$ cat config.mk
export PLATFORM = sky130hd
export DESIGN_NAME = pps_front
export DESIGN_NICKNAME = d
export VERILOG_FILES = /design/src/sv/pps_pkg.sv /design/src/sv/pps_front.sv
export SDC_FILE = /design/constraint.sdc
export NUM_CORES = 1
export LEC_CHECK = 0
export ABC_CLOCK_PERIOD_IN_PS = 3710
export BUFFER_PORTS_ARGS = -buffer_cell sky130_fd_sc_hd__buf_4
export CORE_AREA = 2 2 113 115
export CTS_CLUSTER_SIZE = 16
export DETAILED_ROUTE_END_ITERATION = 10
export DIE_AREA = 0 0 115 117
export PLACE_DENSITY = 0.88
export SETUP_SLACK_MARGIN = 0.15
export SLEW_MARGIN = 0
export SYNTH_ARGS = -nofsm -noshare
export SYNTH_HDL_FRONTEND = slang
export SYNTH_SLANG_ARGS = --single-unit
$ cat constraint.sdc
create_clock -name clk -period 3.71 [get_ports clk]
set_clock_uncertainty 0.1 [all_clocks]
set_input_delay 0.1855 -clock clk [delete_from_list [all_inputs] [get_ports clk]]
set_output_delay 0.1855 -clock clk [all_outputs]
set_load 0.03 [all_outputs]
$ cat src/sv/pps_pkg.sv
// Package: shared types and constants for the sequential PPS sample selector.
`default_nettype none

package pps_pkg;

  localparam int unsigned FRAC_W = 32;
  localparam int unsigned IDX_W  = 16;
  localparam int unsigned CNT_W  = 17;

  localparam logic [CNT_W-1:0] CNT_MAX = {CNT_W{1'b1}};

  // One unit as it travels from the front queue to the decision stage
  typedef struct packed {
    logic [FRAC_W-1:0] frac_prob;
    logic [FRAC_W-1:0] uniform_draw;
    logic [IDX_W-1:0]  unit_index;
    logic              first_unit;
    logic              last_unit;
    logic              zero_prob;
  } pps_item_t;

endpackage

`default_nettype wire

$ cat src/sv/pps_front.sv
// Front end: accepts unit transactions, tags them and holds them in a short queue.
`default_nettype none

module pps_front
  import pps_pkg::*;
#(
  parameter int unsigned QUEUE_DEPTH = 2
) (
  input  wire logic              clk,
  input  wire logic              rst_n,
  input  wire logic              in_valid,
  output logic                   in_ready,
  input  wire logic [FRAC_W-1:0] in_frac_prob,
  input  wire logic [FRAC_W-1:0] in_uniform_draw,
  input  wire logic [IDX_W-1:0]  in_unit_index,
  input  wire logic              in_first_unit,
  input  wire logic              in_last_unit,
  output logic                   q_valid,
  input  wire logic              q_ready,
  output pps_item_t              q_item
);

  // Depth must be a power of two so the pointers wrap on their own
  localparam int unsigned PTR_W = (QUEUE_DEPTH > 1) ? $clog2(QUEUE_DEPTH) : 1;
  localparam int unsigned CNT_QW = $clog2(QUEUE_DEPTH + 1);
  localparam logic [CNT_QW-1:0] DEPTH_C = CNT_QW'(QUEUE_DEPTH);

  pps_item_t          slot_r [QUEUE_DEPTH];
  logic [PTR_W-1:0]   wr_ptr_r, wr_ptr_nxt;
  logic [PTR_W-1:0]   rd_ptr_r, rd_ptr_nxt;
  logic [CNT_QW-1:0]  fill_r, fill_nxt;
  pps_item_t          new_item;
  logic               push, pop;

  // Classify the incoming unit
  always_comb begin
    new_item.frac_prob    = in_frac_prob;
    new_item.uniform_draw = in_uniform_draw;
    new_item.unit_index   = in_unit_index;
    new_item.first_unit   = in_first_unit;
    new_item.last_unit    = in_last_unit;
    new_item.zero_prob    = (in_frac_prob == '0);
  end

  assign in_ready = (fill_r != DEPTH_C);
  assign q_valid  = (fill_r != '0);
  assign q_item   = slot_r[rd_ptr_r];
  assign push     = in_valid && in_ready;
  assign pop      = q_valid && q_ready;

  // Pointer and fill bookkeeping
  always_comb begin
    wr_ptr_nxt = push ? wr_ptr_r + 1'b1 : wr_ptr_r;
    rd_ptr_nxt = pop  ? rd_ptr_r + 1'b1 : rd_ptr_r;
    fill_nxt   = fill_r;
    if (push && !pop) begin
      fill_nxt = fill_r + 1'b1;
    end else if (pop && !push) begin
      fill_nxt = fill_r - 1'b1;
    end
  end

  always_ff @(posedge clk) begin
    if (!rst_n) begin
      wr_ptr_r <= '0;
      rd_ptr_r <= '0;
      fill_r   <= '0;
    end else begin
      wr_ptr_r <= wr_ptr_nxt;
      rd_ptr_r <= rd_ptr_nxt;
      fill_r   <= fill_nxt;
    end
  end

  // Queue storage, payload only
  always_ff @(posedge clk) begin
    if (push) begin
      slot_r[wr_ptr_r] <= new_item;
    end
  end

endmodule

`default_nettype wire

==> results.cfg, run 1 <==
[clock_tree]
postCtsHoldBufs = 84
cts_tree = done
insertion_delay_ps = 410
numCtsBuffers = 17
cts_max_level = 4
clock_path_buffers = 2
root_buffer = clkbuf_16
cts_sinks = 171
post_cts_buffers = 0
path_clk_slew_ps = 60
cts_resized = 0

[synth]
synth_edf_count = 166
synthArstFlopShare_pct = 0
avgSynthCellArea_um2 = 21.47
synth_nets = 380
synth.area.top_cells = edfxtp_1, mux2_2, dfxtp_1
ys_seq_elements = 171
ys_seq_area_share_pct = 80.83
yosysTopAreaCell = edfxtp_1
yosys-top-cells-count = edfxtp_1, mux2_2, nor4_1, buf_4, dfxtp_1
syn_inst = 293
yosysMostFrequentCell = edfxtp_1
synthFlopType = edfxtp_1
synth.cell_area_um2 = 6291
yosysWarnings = 0
ys_types = 23
yosys.area.top_type_share_pct = 79.24

[routing]
wl_per_cell_um = 18.54
vias = 3630
drt_iter0_drc = 210
wirelength_mm = 13.39
first_pass_iters = 4
viasPerCell = 5.028
postRouteAntennaNets = 0
drc = 0

[die]
ios = 171
dieArea_um2 = 13460
fp.coreArea_um2 = 12310
start_util_pct = 51.10
rows = 41
dieWidth_um = 115
fp.dieH_um = 117

[setup_path]
cp_max_fo = 83
cp-end-kind = output pin
critPathRequiredTime_ps = 3420
r2r_setup_slack_ps = 1610
cp_data_arrival_time_ps = 2130
crit_type = flip-flop to output pin
crit_path_start_kind = flip-flop

[finish]
nets = 646
final_util_pct = 74.05
drive_gt1_share_pct = 50.17
design_area_um2 = 9117
diodes = 0
area_growth_pct = 44.93

[sta]
slew_headroom_pct = 22.98
final-setup-viol-count = 0
min_period_over_period_pct = 65.15
fmaxAchievable_mhz = 413.7
report.final.slew_viol_count = 0
fin_crit_ps = 2417
tightest_slew_ps = 1155
final.setup.tns_ps = 0
rsz0062_at_grt = no
finalHoldViolCount = 0
hold_ws_ps = 181.5

[pwr]
power_density_nw_per_um2 = 674.3
irDropWorstVdd_mv = 0.5307
p_leak_nw = 3.405

[global_route]
grt_pass1_wl_mm = 19.44
antenna_found_initial = 0
gr-total-overflow = 0
grt_max_degree = 84
grt_util_all_layers_pct = 19.90
grt_pass1_vias = 3893

[placement]
io_buffers = 170
place_congestion = 0.7121
dpl_cell_area_um2 = 7717
place_hpwl_mm = 7.358

[run]
cap_violations = 0

[run_status]
outcome = finished, final reports clean

[hold_path]
hold_class = input port to flip-flop
sequential cells by signal (all words and copies together) (netlist names), named ones only:
register	cells
rd_ptr_r	1
wr_ptr_r	1
fill_r	2
slot_r	166
placed cells by master (no fill, tap or decap), types with 3 or more instances in the layout:
| cell type | instances |
|---|---|
| dlygate4sd3_1 | 84 |
| clkbuf_16 | 17 |
| edfxtp_1 | 166 |
| clkinv_2 | 3 |
| nor4_1 | 8 |
| mux2_2 | 83 |
| clkinv_1 | 4 |
| and2_1 | 4 |
| dfxtp_1 | 4 |
| buf_4 | 172 |
stage by stage:
stage          setup slack, ps  total power, mW  instances
2_1_floorplan            544.6            3.792        293
3_3_place_gp              1667            4.385        606
3_5_place_dp              1615            4.434        606
4_1_cts                   1257            6.164        722
5_1_grt                   1195            6.373        722
6_report                  1293            6.148        722
layer usage:
metal  global-route usage, %  routed length, um  vias to the layer above
li1                        -                  -                     1705
met1                   21.34               4954                     1777
met2                   36.51               7405                      123
met3                   5.510                710                       25
met4                   9.398                318                        0
met5                       0                  0                        -
kinds of logic (layout without fill, tap and decap cells):
kind of cell | Yosys count | count (layout) | share of synthesized area, %
AND/OR/NAND/NOR | 20 | 20 | 2.088
multiplexers | 83 | 83 | 14.86
adder cells (fa/ha/maj) | 1 | 1 | 0.1989
AO/OA/AOI/OAI | 5 | 5 | 0.5568
XOR/XNOR | 3 | 3 | 0.4177
flip-flops | 171 | 171 | 80.83
buffers and inverters | 10 | 289 | 1.054
worst max-delay path, stage by stage (launching register included):
cell and delay, ps:
dfxtp_4 1070, mux2_2 440, buf_4 170
worst paths after layout:
path,start,end,cells after the start
worst max-delay path,flip-flop,q_item[19],2
worst min-delay path,q_ready,flip-flop,4
worst max register to register,fill_r[0],slot_r[1][28],2
worst min register to register,fill_r[1],fill_r[1],2
where the power goes:
group | internal (mW) | total [mW] | switching [mW]
Clock | 0.982 | 1.67 | 0.686
Sequential | 2.42 | 2.61 | 0.190
Combinational | 0.829 | 1.87 | 1.04
area by class of cell:
| class | instances | area, um^2 |
|---|---|---|
| fill | 698 | 3194 |
| inverter | 1 | 5.005 |
| timing repair buffer | 256 | 2132 |
| tap | 150 | 187.7 |
| clock buffer | 19 | 432.9 |
| clock inverter | 13 | 126.4 |
| multi-input combinational | 112 | 1145 |
| sequential | 171 | 5089 |
Note: power is estimated with default switching activity, not from simulation.
==> run 2: changes to the inputs <==
Settings changed: ABC_CLOCK_PERIOD_IN_PS 3710 to 2300.
Clock period 3.71 ns to 2.3 ns, I/O delays scaled along.
==> results.cfg, run 2 (synthesis gave the netlist of run 1 again) <==
[run_status]
outcome = finished, final reports clean

[sta]
finalHoldViolCount = 0
tightest_slew_ps = 555.0
rsz0062_at_grt = no
final-setup-viol-count = 0
report.final.slew_viol_count = 0
min_period_over_period_pct = 85.49
fmaxAchievable_mhz = 508.6
slew_headroom_pct = 63.00
fin_crit_ps = 1966

[placement]
place_congestion = 0.6801
place_hpwl_mm = 7.489
io_buffers = 170
dpl_cell_area_um2 = 7781

[clock_tree]
cts_sinks = 171
path_clk_slew_ps = 60
insertion_delay_ps = 420
cts_max_level = 4
numCtsBuffers = 17
cts_tree = done
clock_path_buffers = 2
root_buffer = clkbuf_16

[die]
start_util_pct = 51.10
ios = 171
dieWidth_um = 115
fp.coreArea_um2 = 12310
rows = 41
dieArea_um2 = 13460
fp.dieH_um = 117

[routing]
vias = 3679
drc = 0
wl_per_cell_um = 18.60
postRouteAntennaNets = 0
wirelength_mm = 13.48
viasPerCell = 5.074
top_layer = met4
drt_iter0_drc = 263
routed-wl-met2_mm = 7.336
met3_length_um = 699
wl_met1_mm = 5.146
first_pass_iters = 4

[pwr]
power_density_nw_per_um2 = 1079
p_leak_nw = 3.414
power_mw = 9.885
irDropWorstVdd_mv = 0.6619

[global_route]
grt_pass1_wl_mm = 19.89
gr-total-overflow = 0
grt_pass1_vias = 3892
antenna_found_initial = 0
grt_util_all_layers_pct = 20.44
grt_max_degree = 84

[setup_path]
critPathRequiredTime_ps = 2090
crit_type = flip-flop to output pin
crit_path_start_kind = flip-flop
cp_data_arrival_time_ps = 1750
cp-end-kind = output pin
cp_max_fo = 83

[finish]
final_util_pct = 74.40
nets = 649
largest_reg_flops = 166
seq_area_um2 = 5090
layout_commonest_cell = buf_4
largest_register = slot_r
layout_common_cells = buf_4, edfxtp_1, dlygate4sd3_1
fill_cells = 707
area_growth_pct = 45.60
multiInputGateArea_um2 = 1145
drive_gt1_share_pct = 50.78
diodes = 0
reg_top3 = slot_r x166, fill_r x2
design_area_um2 = 9160

[hold_path]
hold_class = input port to flip-flop

[run]
cap_violations = 0
run 2: critical path, stage by stage (launching register included):
cell,delay [ps]
dfxtp_4,350
buf_12,370
mux2_2,410
buf_4,170
run 2: cell type report:
cell class / count / area share (%)
sequential: 171 / 55.57
timing repair buffer: 259 / 23.93
multi-input combinational: 112 / 12.50
clock buffer: 20 / 4.767
tap: 150 / 2.049
clock inverter: 12 / 1.106
inverter: 1 / 0.08196
run 2: path summary, 6_finish.rpt:
check / start / end / slack, ps / cells past startpoint
setup / recovery: flip-flop / q_item[19] / 330 / 3
hold reg to reg: rd_ptr_r / flip-flop / 480 / 2
hold / removal: q_ready / rd_ptr_r / 60 / 4
setup reg to reg: fill_r[0] / slot_r[0][34] / 540 / 4
run 2: power breakdown:
group          internal [mW]  switching [mW]
clock                   1.48            1.13
sequential              3.90           0.115
combinational           1.38            1.89
run 2: metrics by stage:
step	setup WS (ps)	hold WS, ps	setup TNS, ps	instances
6_report	333.7	64.58	0	725
5_1_grt	268.1	108.0	0	725
3_3_place_gp	630.0	200.5	0	609
4_1_cts	323.9	62.34	0	725
3_5_place_dp	568.7	202.7	0	609
2_1_floorplan	-91.87	113.9	-7625	293
run 2: layer usage:
| layer | global-route usage (%) | up-vias |
|---|---|---|
| met3 | 5.664 | 25 |
| li1 | - | 1704 |
| met5 | 0 | - |
| met4 | 10.04 | 0 |
| met2 | 36.82 | 130 |
| met1 | 22.37 | 1820 |
run 2: timing repair:
action | CTS | global route
buffers inserted | 0 | 0
gates resized for setup | 0 | 0
hold endpoints to repair | 169 | 0
endpoints found under the setup margin | 0 | 0
hold buffers | 84 | 0
